<file path="src/rtl/core/assert_macros.svh">
// Assertion macros shared by the SHA-256 hasher RTL.
`ifndef ASSERT_MACROS_SVH
`define ASSERT_MACROS_SVH

`ifndef SYNTH

`define ASSERT_CLK(label, clk, rst_n, prop, msg) \
    label: assert property (@(posedge clk) disable iff (!rst_n) prop) else $error(msg);

`define ASSERT_ALWAYS(label, clk, prop, msg) \
    label: assert property (@(posedge clk) prop) else $error(msg);

`else

`define ASSERT_CLK(label, clk, rst_n, prop, msg)

`define ASSERT_ALWAYS(label, clk, prop, msg)

`endif

`endif

</file>
<file path="src/rtl/core/sha_pkg.sv">
// Shared types, constants and round functions for the SHA-256 hasher.
package sha_pkg;

    typedef logic [31:0] t_word;
    typedef logic [7:0][31:0] t_chain;

    typedef struct packed {
        logic  push;
        logic  init;
        t_word word;
    } t_core_ctl;

    typedef struct packed {
        logic       busy;
        logic [3:0] cnt;
    } t_core_sts;

    localparam int NumRounds  = 64;
    localparam int BlockWords = 16;

    localparam t_word RoundK [NumRounds] = '{
        32'h428a2f98, 32'h71374491, 32'hb5c0fbcf, 32'he9b5dba5,
        32'h3956c25b, 32'h59f111f1, 32'h923f82a4, 32'hab1c5ed5,
        32'hd807aa98, 32'h12835b01, 32'h243185be, 32'h550c7dc3,
        32'h72be5d74, 32'h80deb1fe, 32'h9bdc06a7, 32'hc19bf174,
        32'he49b69c1, 32'hefbe4786, 32'h0fc19dc6, 32'h240ca1cc,
        32'h2de92c6f, 32'h4a7484aa, 32'h5cb0a9dc, 32'h76f988da,
        32'h983e5152, 32'ha831c66d, 32'hb00327c8, 32'hbf597fc7,
        32'hc6e00bf3, 32'hd5a79147, 32'h06ca6351, 32'h14292967,
        32'h27b70a85, 32'h2e1b2138, 32'h4d2c6dfc, 32'h53380d13,
        32'h650a7354, 32'h766a0abb, 32'h81c2c92e, 32'h92722c85,
        32'ha2bfe8a1, 32'ha81a664b, 32'hc24b8b70, 32'hc76c51a3,
        32'hd192e819, 32'hd6990624, 32'hf40e3585, 32'h106aa070,
        32'h19a4c116, 32'h1e376c08, 32'h2748774c, 32'h34b0bcb5,
        32'h391c0cb3, 32'h4ed8aa4a, 32'h5b9cca4f, 32'h682e6ff3,
        32'h748f82ee, 32'h78a5636f, 32'h84c87814, 32'h8cc70208,
        32'h90befffa, 32'ha4506ceb, 32'hbef9a3f7, 32'hc67178f2
    };

    // word 0 in the low slot
    localparam t_chain InitHash = {
        32'h5be0cd19, 32'h1f83d9ab, 32'h9b05688c, 32'h510e527f,
        32'ha54ff53a, 32'h3c6ef372, 32'hbb67ae85, 32'h6a09e667
    };

    localparam t_word PadWord = 32'h80000000;

    function automatic t_word big_s0(input t_word x);
        return {x[1:0], x[31:2]} ^ {x[12:0], x[31:13]} ^ {x[21:0], x[31:22]};
    endfunction

    function automatic t_word big_s1(input t_word x);
        return {x[5:0], x[31:6]} ^ {x[10:0], x[31:11]} ^ {x[24:0], x[31:25]};
    endfunction

    function automatic t_word sml_s0(input t_word x);
        return {x[6:0], x[31:7]} ^ {x[17:0], x[31:18]} ^ {3'b000, x[31:3]};
    endfunction

    function automatic t_word sml_s1(input t_word x);
        return {x[16:0], x[31:17]} ^ {x[18:0], x[31:19]} ^ {10'b0, x[31:10]};
    endfunction

    function automatic t_word choose(input t_word e, input t_word f, input t_word g);
        return (e & f) ^ (~e & g);
    endfunction

    function automatic t_word major(input t_word a, input t_word b, input t_word c);
        return (a & b) ^ (a & c) ^ (b & c);
    endfunction

endpackage

</file>
<file path="src/rtl/core/sha_core.sv">
// SHA-256 block buffer, message schedule and one-round-per-cycle compression.
`include "assert_macros.svh"

module sha_core (
    input  logic               i_clk,
    input  logic               i_rst_n,
    input  sha_pkg::t_core_ctl i_ctl,
    output sha_pkg::t_core_sts o_sts,
    output sha_pkg::t_chain    o_chain
);

    localparam logic [1:0] ST_IDLE  = 2'd0;
    localparam logic [1:0] ST_ROUND = 2'd1;
    localparam logic [1:0] ST_ADD   = 2'd2;

    logic [1:0]      r_state;
    logic [5:0]      r_round;
    logic [3:0]      r_cnt;
    sha_pkg::t_chain r_chain;
    sha_pkg::t_chain r_v;
    sha_pkg::t_word  r_w [sha_pkg::BlockWords];

    sha_pkg::t_word  w_sched;
    sha_pkg::t_word  t1;
    sha_pkg::t_word  t2;
    sha_pkg::t_chain v_next;

    always_comb begin
        w_sched = sha_pkg::sml_s1(r_w[14]) + r_w[9] + sha_pkg::sml_s0(r_w[1]) + r_w[0];
        t1 = r_v[7] + sha_pkg::big_s1(r_v[4]) + sha_pkg::choose(r_v[4], r_v[5], r_v[6])
           + sha_pkg::RoundK[r_round] + r_w[0];
        t2 = sha_pkg::big_s0(r_v[0]) + sha_pkg::major(r_v[0], r_v[1], r_v[2]);
        v_next[7] = r_v[6];
        v_next[6] = r_v[5];
        v_next[5] = r_v[4];
        v_next[4] = r_v[3] + t1;
        v_next[3] = r_v[2];
        v_next[2] = r_v[1];
        v_next[1] = r_v[0];
        v_next[0] = t1 + t2;
    end

    always_ff @(posedge i_clk) begin
        if (!i_rst_n) begin
            r_state <= ST_IDLE;
            r_round <= '0;
            r_cnt   <= '0;
            r_chain <= sha_pkg::InitHash;
        end else begin
            unique case (r_state)
                ST_IDLE: begin
                    if (i_ctl.init) begin
                        r_chain <= sha_pkg::InitHash;
                    end
                    if (i_ctl.push) begin
                        r_cnt <= r_cnt + 4'd1;
                        if (r_cnt == 4'd15) begin
                            r_state <= ST_ROUND;
                            r_round <= '0;
                        end
                    end
                end
                ST_ROUND: begin
                    r_round <= r_round + 6'd1;
                    if (r_round == 6'd63) begin
                        r_state <= ST_ADD;
                    end
                end
                ST_ADD: begin
                    for (int i = 0; i < 8; i++) begin
                        r_chain[i] <= r_chain[i] + r_v[i];
                    end
                    r_state <= ST_IDLE;
                end
                default: begin
                    r_state <= ST_IDLE;
                end
            endcase
        end
    end

    // schedule doubles as the block buffer: words enter at the top, w[t] leaves at slot 0
    always_ff @(posedge i_clk) begin
        if (r_state == ST_IDLE && i_ctl.push) begin
            for (int i = 0; i < sha_pkg::BlockWords - 1; i++) begin
                r_w[i] <= r_w[i + 1];
            end
            r_w[sha_pkg::BlockWords - 1] <= i_ctl.word;
            r_v <= r_chain;
        end else if (r_state == ST_ROUND) begin
            for (int i = 0; i < sha_pkg::BlockWords - 1; i++) begin
                r_w[i] <= r_w[i + 1];
            end
            r_w[sha_pkg::BlockWords - 1] <= w_sched;
            r_v <= v_next;
        end
    end

    assign o_sts.busy = (r_state != ST_IDLE);
    assign o_sts.cnt  = r_cnt;
    assign o_chain    = r_chain;

    `ASSERT_CLK(a_no_push_busy, i_clk, i_rst_n, (r_state != ST_IDLE) |-> !i_ctl.push, "push while compressing")
    `ASSERT_CLK(a_round_end, i_clk, i_rst_n, (r_state == ST_ROUND && r_round == 6'd63) |=> (r_state == ST_ADD), "round count overrun")
    `ASSERT_CLK(a_add_done, i_clk, i_rst_n, (r_state == ST_ADD) |=> (r_state == ST_IDLE && r_cnt == 4'd0), "block count not aligned after compression")
    `ASSERT_ALWAYS(a_reset_idle, i_clk, !i_rst_n |=> (r_state == ST_IDLE && r_cnt == 4'd0), "reset did not clear core")

endmodule

</file>
<file path="src/rtl/core/sha256_message_hasher_unit.sv">
// SHA-256 message hasher top level: input framing, padding sequencer, digest output.
//
// Usage: message words arrive on the slave stream, one request per word, first
// byte in tdata[31:24]; tdata[34:32] gives the valid byte count and tlast marks
// the final word. Each message returns eight digest words on the master stream,
// index in tdata[34:32], tlast on word 7.
// Throughput: a word is taken per cycle while the block buffer fills; the
// sixteenth word of a block starts a compression (64 rounds of the single
// round unit, then the chaining add) during which tready is low, so no word
// is taken until the compression ends.
// After the last word, two to eighteen padding pushes and one or two
// compressions run before the first digest word is offered, and the digest
// takes eight transfers.
// Reset clears the sequencer, the bit count and loads the initial hash; the
// block buffer needs no clearing. While the receiver stalls the digest word
// holds and no input is taken; after the eighth word the unit is ready for the
// next message.
`include "assert_macros.svh"

module sha256_message_hasher_unit (
    input  logic        i_clk,
    input  logic        i_rst_n,
    input  logic        i_s_tvalid,
    output logic        o_s_tready,
    input  logic [39:0] i_s_tdata,   // data_word[31:0], valid_bytes[34:32], zero pad
    input  logic        i_s_tlast,
    output logic        o_m_tvalid,
    input  logic        i_m_tready,
    output logic [39:0] o_m_tdata,   // digest_word[31:0], digest_index[34:32], zero pad
    output logic        o_m_tlast
);

    localparam logic [1:0] S_IDLE = 2'd0;
    localparam logic [1:0] S_PAD  = 2'd1;
    localparam logic [1:0] S_WAIT = 2'd2;
    localparam logic [1:0] S_OUT  = 2'd3;

    logic [1:0]  r_state;
    logic        r_need80;
    logic        r_len_hi;
    logic [63:0] r_bits;
    logic [2:0]  r_idx;

    sha_pkg::t_core_ctl ctl;
    sha_pkg::t_core_sts sts;
    sha_pkg::t_chain    chain;

    logic           in_acc;
    logic           out_acc;
    logic [2:0]     lane_cnt;
    logic [2:0]     add_bytes;
    sha_pkg::t_word data_w;
    sha_pkg::t_word last_w;

    sha_core u_core (
        .i_clk   (i_clk),
        .i_rst_n (i_rst_n),
        .i_ctl   (ctl),
        .o_sts   (sts),
        .o_chain (chain)
    );

    assign o_s_tready = (r_state == S_IDLE) && !sts.busy;
    assign in_acc     = i_s_tvalid && o_s_tready;
    assign o_m_tvalid = (r_state == S_OUT);
    assign out_acc    = o_m_tvalid && i_m_tready;
    assign o_m_tdata  = {5'b0, r_idx, chain[r_idx]};
    assign o_m_tlast  = (r_idx == 3'd7);

    assign data_w    = i_s_tdata[31:0];
    assign lane_cnt  = i_s_tdata[34] ? 3'd4 : i_s_tdata[34:32];
    assign add_bytes = i_s_tlast ? lane_cnt : 3'd4;

    always_comb begin
        case (lane_cnt)
            3'd0:    last_w = sha_pkg::PadWord;
            3'd1:    last_w = {data_w[31:24], 24'h800000};
            3'd2:    last_w = {data_w[31:16], 16'h8000};
            3'd3:    last_w = {data_w[31:8], 8'h80};
            default: last_w = data_w;
        endcase
    end

    always_comb begin
        ctl.push = 1'b0;
        ctl.init = 1'b0;
        ctl.word = '0;
        unique case (r_state)
            S_IDLE: begin
                ctl.push = in_acc;
                ctl.word = i_s_tlast ? last_w : data_w;
            end
            S_PAD: begin
                ctl.push = !sts.busy;
                if (r_need80) begin
                    ctl.word = sha_pkg::PadWord;
                end else if (r_len_hi) begin
                    ctl.word = r_bits[31:0];
                end else if (sts.cnt == 4'd14) begin
                    ctl.word = r_bits[63:32];
                end
            end
            S_WAIT: begin
                ctl.push = 1'b0;
            end
            S_OUT: begin
                ctl.init = out_acc && (r_idx == 3'd7);
            end
            default: begin
                ctl.push = 1'b0;
            end
        endcase
    end

    always_ff @(posedge i_clk) begin
        if (!i_rst_n) begin
            r_state  <= S_IDLE;
            r_need80 <= 1'b0;
            r_len_hi <= 1'b0;
            r_bits   <= '0;
            r_idx    <= '0;
        end else begin
            unique case (r_state)
                S_IDLE: begin
                    if (in_acc) begin
                        r_bits <= r_bits + 64'({add_bytes, 3'b000});
                        if (i_s_tlast) begin
                            r_need80 <= (lane_cnt == 3'd4);
                            r_state  <= S_PAD;
                        end
                    end
                end
                S_PAD: begin
                    if (!sts.busy) begin
                        if (r_need80) begin
                            r_need80 <= 1'b0;
                        end else if (r_len_hi) begin
                            r_len_hi <= 1'b0;
                            r_state  <= S_WAIT;
                        end else if (sts.cnt == 4'd14) begin
                            r_len_hi <= 1'b1;
                        end
                    end
                end
                S_WAIT: begin
                    if (!sts.busy) begin
                        r_idx   <= '0;
                        r_state <= S_OUT;
                    end
                end
                S_OUT: begin
                    if (out_acc) begin
                        r_idx <= r_idx + 3'd1;
                        if (r_idx == 3'd7) begin
                            r_bits  <= '0;
                            r_state <= S_IDLE;
                        end
                    end
                end
                default: begin
                    r_state <= S_IDLE;
                end
            endcase
        end
    end

    `ASSERT_CLK(a_digest_done, i_clk, i_rst_n, (out_acc && r_idx == 3'd7) |=> (r_state == S_IDLE && r_bits == 64'd0 && sts.cnt == 4'd0), "state not cleared after digest")
    `ASSERT_CLK(a_block_aligned, i_clk, i_rst_n, (r_state == S_WAIT && !sts.busy) |-> (sts.cnt == 4'd0), "digest taken from a partial block")
    `ASSERT_CLK(a_pad_flag, i_clk, i_rst_n, r_need80 |-> (r_state == S_PAD), "pad flag outside padding")
    `ASSERT_CLK(a_len_slot, i_clk, i_rst_n, r_len_hi |-> (r_state == S_PAD && sts.cnt == 4'd15), "length low word out of place")
    `ASSERT_CLK(a_out_hold, i_clk, i_rst_n, (o_m_tvalid && !i_m_tready) |=> (o_m_tvalid && $stable(r_idx)), "digest word dropped while stalled")

endmodule
</file>
<file path="config.mk">
export PLATFORM = sky130hd
export DESIGN_NAME = sha256_message_hasher_unit
export DESIGN_NICKNAME = d
export VERILOG_FILES = /design/src/rtl/core/sha_pkg.sv /design/src/rtl/core/sha_core.sv /design/src/rtl/core/sha256_message_hasher_unit.sv
export VERILOG_INCLUDE_DIRS = /design/src /design/src/rtl/core
export SDC_FILE = /design/constraint.sdc
export NUM_CORES = 2
export LEC_CHECK = 0
export BUFFER_PORTS_ARGS = -buffer_cell sky130_fd_sc_hd__buf_2
export CORE_MARGIN = 1
export CORE_UTILIZATION = 45
export CTS_CLUSTER_SIZE = 28
export DETAILED_ROUTE_END_ITERATION = 7
export PLACE_DENSITY = 0.61
export SYNTH_ARGS = -nofsm -noshare
export SYNTH_HDL_FRONTEND = slang
export SYNTH_SLANG_ARGS = --single-unit
</file>
<file path="constraint.sdc">
create_clock -name i_clk -period 24.6 [get_ports i_clk]
set_clock_uncertainty 0.05 [all_clocks]
set_input_delay 1.23 -clock i_clk [delete_from_list [all_inputs] [get_ports i_clk]]
set_output_delay 1.23 -clock i_clk [all_outputs]
set_load 0.03 [all_outputs]
</file>
Yosys cells after proc, flatten, opt, wreduce, memory -nomap -nowiden
Memories as Yosys holds them, arrays and structs flattened. Index checks and enable logic that the tools add are counted.

Register bits: 595. Bits in writable memories: 512. Bits in read-only memories: 2048. Input bits: 45. Logic and storage cells: 204. Memories kept: 2.

Memory list: (no name shown) (words 64, bits a word 32, read ports 1, clocked after memory_dff 0, write ports 0, RTL line sha_core.sv:31) `+ sha_pkg::RoundK[r_round] + r_w[0];`; u_core.r_w (words 16, bits a word 32, read ports 16, clocked after memory_dff 0, write ports 16, RTL line sha_core.sv:21) `sha_pkg::t_word r_w [sha_pkg::BlockWords];`.

Add/subtract/negate cells: 22. Order comparisons: 2. Eq/ne operators: 25. Multiplexer cells: 68. Bitwise logic cells: 36. Reduce and logical (&&, ||, !) cells: 25.

Operator list (number): $mux 256 (3); $mux 32 (23); $add 32x32->32 (18); $pmux 256 s2 (1); $xor 32x32->32 (9); $mux 64 (3); $and 32x32->32 (5); $pmux 32 s4 (1); $pmux 64 s2 (1); $bmux 32 s3 (1); $add 64x6->64 (1); $pmux 32 s2 (1); $not 32->32 (1); $xor 32x22->32 (1); $xor 32x29->32 (1); $mux 2 (11); $or 1x1->1 (16); $ne 2x2->1 const B (7); $reduce_bool 2->1 (7); $mux 3 (4); $mux 6 (2); $pmux 6 s2 (1); $reduce_and 3->1 (4); $mux 1 (11); other kinds (26) (45).

Logic depth before layout (Yosys ltp)
Depth in word-level cells: 9. Gate-level depth with buffers: 42. Gate-level depth less buffers: 40.

Hierarchy
Synthesis repeated with hierarchy kept, for this count alone.

Cells, all modules: 6914. Area, all modules: 69419.1 um^2.

By module, submodules not included: sha_core (times used 1, cells an instance 6258, area an instance 63402.1 um^2); sha256_message_hasher_unit (times used 1, cells an instance 656, area an instance 6017.0 um^2).

Worst setup path before layout
No wires, ideal clock.

Kind: input to register. From: input port i_s_tvalid. To: register u_core.r_v[0] (netlist name) (enable). Arrival: 14637 ps. Data required time: 19148 ps. Slack: 4511 ps. Cell stages on the path: 6. Cell sequence: a21oi_1 nand2b_1 clkbuf_1 clkbuf_1 clkbuf_1 nand2_1.

Cells in the longest elaborated chain, start to end: 4.

RTL lines: start, declared (RTL line sha256_message_hasher_unit.sv:23) `input logic i_s_tvalid,`; $logic_and 1x1->1 (RTL line sha256_message_hasher_unit.sv:64) `assign in_acc = i_s_tvalid && o_s_tready;`; $pmux 1 s2 (RTL line sha256_message_hasher_unit.sv:88) `unique case (r_state)`; $logic_and 1x1->1 (RTL line sha_core.sv:84) `if (r_state == ST_IDLE && i_ctl.push) begin`; $reduce_bool 2->1 (no source line); end signal, assigned (RTL line sha_core.sv:89) `r_v <= r_chain;`; end signal, assigned (RTL line sha_core.sv:95) `r_v <= v_next;`; end, declared (RTL line sha_core.sv:20) `sha_pkg::t_chain r_v;`.

Every way passes these cells. A chain may end at the register's enable or synchronous reset.

Worst setup path after layout
From: register u_core.r_round[0]. To: register u_core.r_v[158] (netlist name), data pin.

Cells in the longest elaborated chain, start to end: 9.

RTL lines: start, declared (RTL line sha_core.sv:17) `logic [5:0] r_round;`; start signal, assigned (RTL line sha_core.sv:64) `r_round <= r_round + 6'd1;`; $not 6->7 (not written as such) (RTL line sha_core.sv:31); $mem_v2 64x32; $mux 32 (not written as such) (2 in a row) (RTL line sha_core.sv:31); $add 32x32->32 (2 in a row) (RTL line sha_core.sv:31); $add 32x32->32 (RTL line sha_core.sv:36) `v_next[4] = r_v[3] + t1;`; $mux 256 (RTL line sha_core.sv:90) `end else if (r_state == ST_ROUND) begin`; $mux 256 (RTL line sha_core.sv:84).

Every way passes these cells. The select of a mux whose other input is x is not followed.

==> flow_summary.yaml <==
logic_synthesis:
  yosysMostFrequentCell: "nand2_1"
  ys_top_cells_by_count: "nand2_1, edfxtp_1, a21oi_1, nor2_1, xnor2_1"
  synth_warnings: 0
  synth_seq_cells: 1104
  synth-async-reset-ratio: 0
  ys.flop_type: "edfxtp_1"
  syn-cell-area_sq_um: 68000
  ys_types: 95
  yosysTopAreaCellShare: 0.339
  synth_area_leader_cell: "edfxtp_1"
  synth_seq_area_share: 0.438
  synth_edf_count: 768
  yosys-top-cells-area: "edfxtp_1, dfxtp_1, ha_1"
  postSynthAreaPerCell_sq_um: 10.2
  synthCells: 6695
setup_path:
  critPathLaunchType: "flop"
  cp.required_ps: 25030
  crit_arrival_ps: 11680
  path_class: "flop to flop"
  cpMaxStageDelayCell: "ha_1"
  reg2reg_slack_ps: 13350
  end_kind: "flop"
  slowest_delay_ps: 930
  worstPathMaxFanout: 32
clock_network:
  ctsHtreeMaxLevel: 3
  postCtsSetupRepairBufs: 0
  cts_root_buffer: "clkbuf_16"
  ctsHoldBuffers: 0
  cts_made_buffers: 121
  clkTransAtPathRegs_ps: 60
  clock_sinks: 1104
  clock_latency_ps: 810
  cts_tree: "yes"
  clockBufferDepth: 3
  cts_resized: 0
detailed_routing:
  drc_errors: 0
  wl_per_cell_um: 24.2
  wl_um: 212000
  drt_iter0_drc: 5730
  vias: 52000
  viasPerCell: 5.93
  ant_nets: 0
  first_pass_iters: 6
timing:
  relSlewSlack: 0.0993
  fmax_ghz: 0.0889
  tns_ps: 0
  setup_viol: 0
  finalHoldViolations: 0
  rsz0062_at_grt: "no"
  period_needed_ps: 11250
  slew_violations: 0
  worst_hold_slack_ps: 331
  period_share: 0.457
  tightest_slew_ps: 1340
global_route:
  grt_overflow: 0
  grt_start_max_net_pins: 206
  antenna_found_initial: 4
  grt_pass1_vias: 48100
  track_usage: 0.273
  grt_pass1_wl_um: 311000
status:
  run_status: "completed"
floorplanning:
  fp.dieW_um: 391
  ios: 88
  coreArea_sq_um: 150000
  die_h_um: 391
  initial_utilization: 0.453
  dieArea_sq_um: 153000
  rows: 142
layout:
  diodes: 0
  post-route-util: 0.496
  area_delta_synth_final_pct: 9.32
  fin_nets: 7282
  fillers: 13700
  drive_gt1_frac: 0.0759
  multi_input_area_sq_um: 36100
  seqCellArea_sq_um: 29800
placed_design:
  gp_congestion: 0.962
  io_buffers: 77
  dpl.hpwl_um: 154000
job:
  drv_cap: 0
min_path:
  hp-class: "flop to flop"
==> path summary, 6_finish.rpt <==
path                           start                 end  cells past startpoint
setup reg to reg   u_core.r_round[0]     u_core.r_v[158]                     37
hold reg to reg   u_core.r_w[0][159]  u_core.r_w[0][127]                      0
hold / removal    u_core.r_w[0][159]  u_core.r_w[0][127]                      0
setup / recovery   u_core.r_round[0]     u_core.r_v[158]                     37
==> cell usage in the layout, fill, tap and decap left out, types with 34 or more instances in the layout <==
| cell type | netlist | final |
|---|---|---|
| fa_1 | 196 | 196 |
| nand3_1 | 92 | 92 |
| nor2_1 | 426 | 423 |
| mux4_2 | 71 | 71 |
| o21ai_0 | 374 | 374 |
| xor2_1 | 209 | 209 |
| buf_4 | 5 | 60 |
| buf_2 | 1 | 76 |
| a22oi_1 | 99 | 99 |
| inv_1 | 261 | 260 |
| a211oi_1 | 68 | 68 |
| o21a_1 | 48 | 48 |
| nor2b_1 | 101 | 100 |
| o21bai_1 | 40 | 40 |
| a21oi_1 | 436 | 436 |
| a31oi_1 | 44 | 44 |
| dfxtp_1 | 336 | 330 |
| nand2_1 | 1006 | 1004 |
| a21o_1 | 150 | 150 |
| nor3_1 | 103 | 102 |
| xnor2_1 | 405 | 405 |
| clkbuf_1 | 287 | 34 |
| nand2b_1 | 79 | 77 |
| mux2_2 | 53 | 53 |
| edfxtp_1 | 768 | 768 |
| o22ai_1 | 109 | 109 |
| ha_1 | 401 | 401 |
| or3_1 | 44 | 44 |
| clkbuf_16 | 0 | 121 |
==> final cells by class <==
| type | instances | area share |
|---|---|---|
| multi-input cells | 5010 | 0.485 |
| flip-flops and latches | 1104 | 0.401 |
| clock buffers | 172 | 0.0456 |
| well taps | 2016 | 0.0339 |
| inverters | 264 | 0.0133 |
| repair buffers | 139 | 0.0119 |
| clock inverters | 59 | 0.00892 |
==> per-layer routing <==
metal | up-vias | track usage | part of all wire
li1 | 23900 | - | -
met5 | - | 0 | 0.000061
met4 | 2 | 0.0956 | 0.035
met3 | 346 | 0.0378 | 0.081
met1 | 25600 | 0.404 | 0.45
met2 | 2146 | 0.406 | 0.43
==> state kept, by name, indices dropped and copies added (netlist names) <==
| name | flops |
|---|---|
| u_core.r_w | 512 |
| u_core.o_chain | 256 |
| u_core.r_v | 256 |
| r_bits | 61 |
| u_core.r_round | 6 |
| u_core.r_cnt | 4 |
| r_idx | 3 |
| r_state | 2 |
| u_core.r_state | 2 |
| r_len_hi | 1 |
| r_need80 | 1 |
==> logic make-up (layout without fill, tap and decap cells) <==
| kind of cell | after synthesis | count (layout) | synth area share |
|---|---|---|---|
| other | 1 | 5 | 0.0000552 |
| multiplexers | 146 | 146 | 0.0355 |
| adder cells (fa/ha/maj) | 618 | 618 | 0.135 |
| buffers and inverters | 585 | 634 | 0.0326 |
| flip-flops | 1104 | 1104 | 0.438 |
| AO/OA/AOI/OAI | 1607 | 1607 | 0.149 |
| AND/OR/NAND/NOR | 2020 | 2020 | 0.131 |
| XOR/XNOR | 614 | 614 | 0.0791 |
==> per-stage QoR <==
| step | worst slack (ps) | cell area, sq um | std cells |
|---|---|---|---|
| after detailed placement | 13590 | 70300 | 8533 |
| after CTS | 13490 | 74300 | 8764 |
| after global routing | 12860 | 74300 | 8764 |
| final | 13350 | 74300 | 8764 |
| after floorplan | 4510 | 68000 | 6699 |
| after global placement | 13580 | 70300 | 8533 |
==> worst max-delay path, delay by kind of cell, from the launching register on <==
family	cells	cell delay, ps
flops	1	310
simple gates	7	1510
fa+ha+maj	7	3360
compound gates	17	4150
buf+inv	4	1090
xor+xnor	2	460
Power is not shown: default switching activity piles up to over one toggle a cycle in this logic, so the estimate is an artifact.
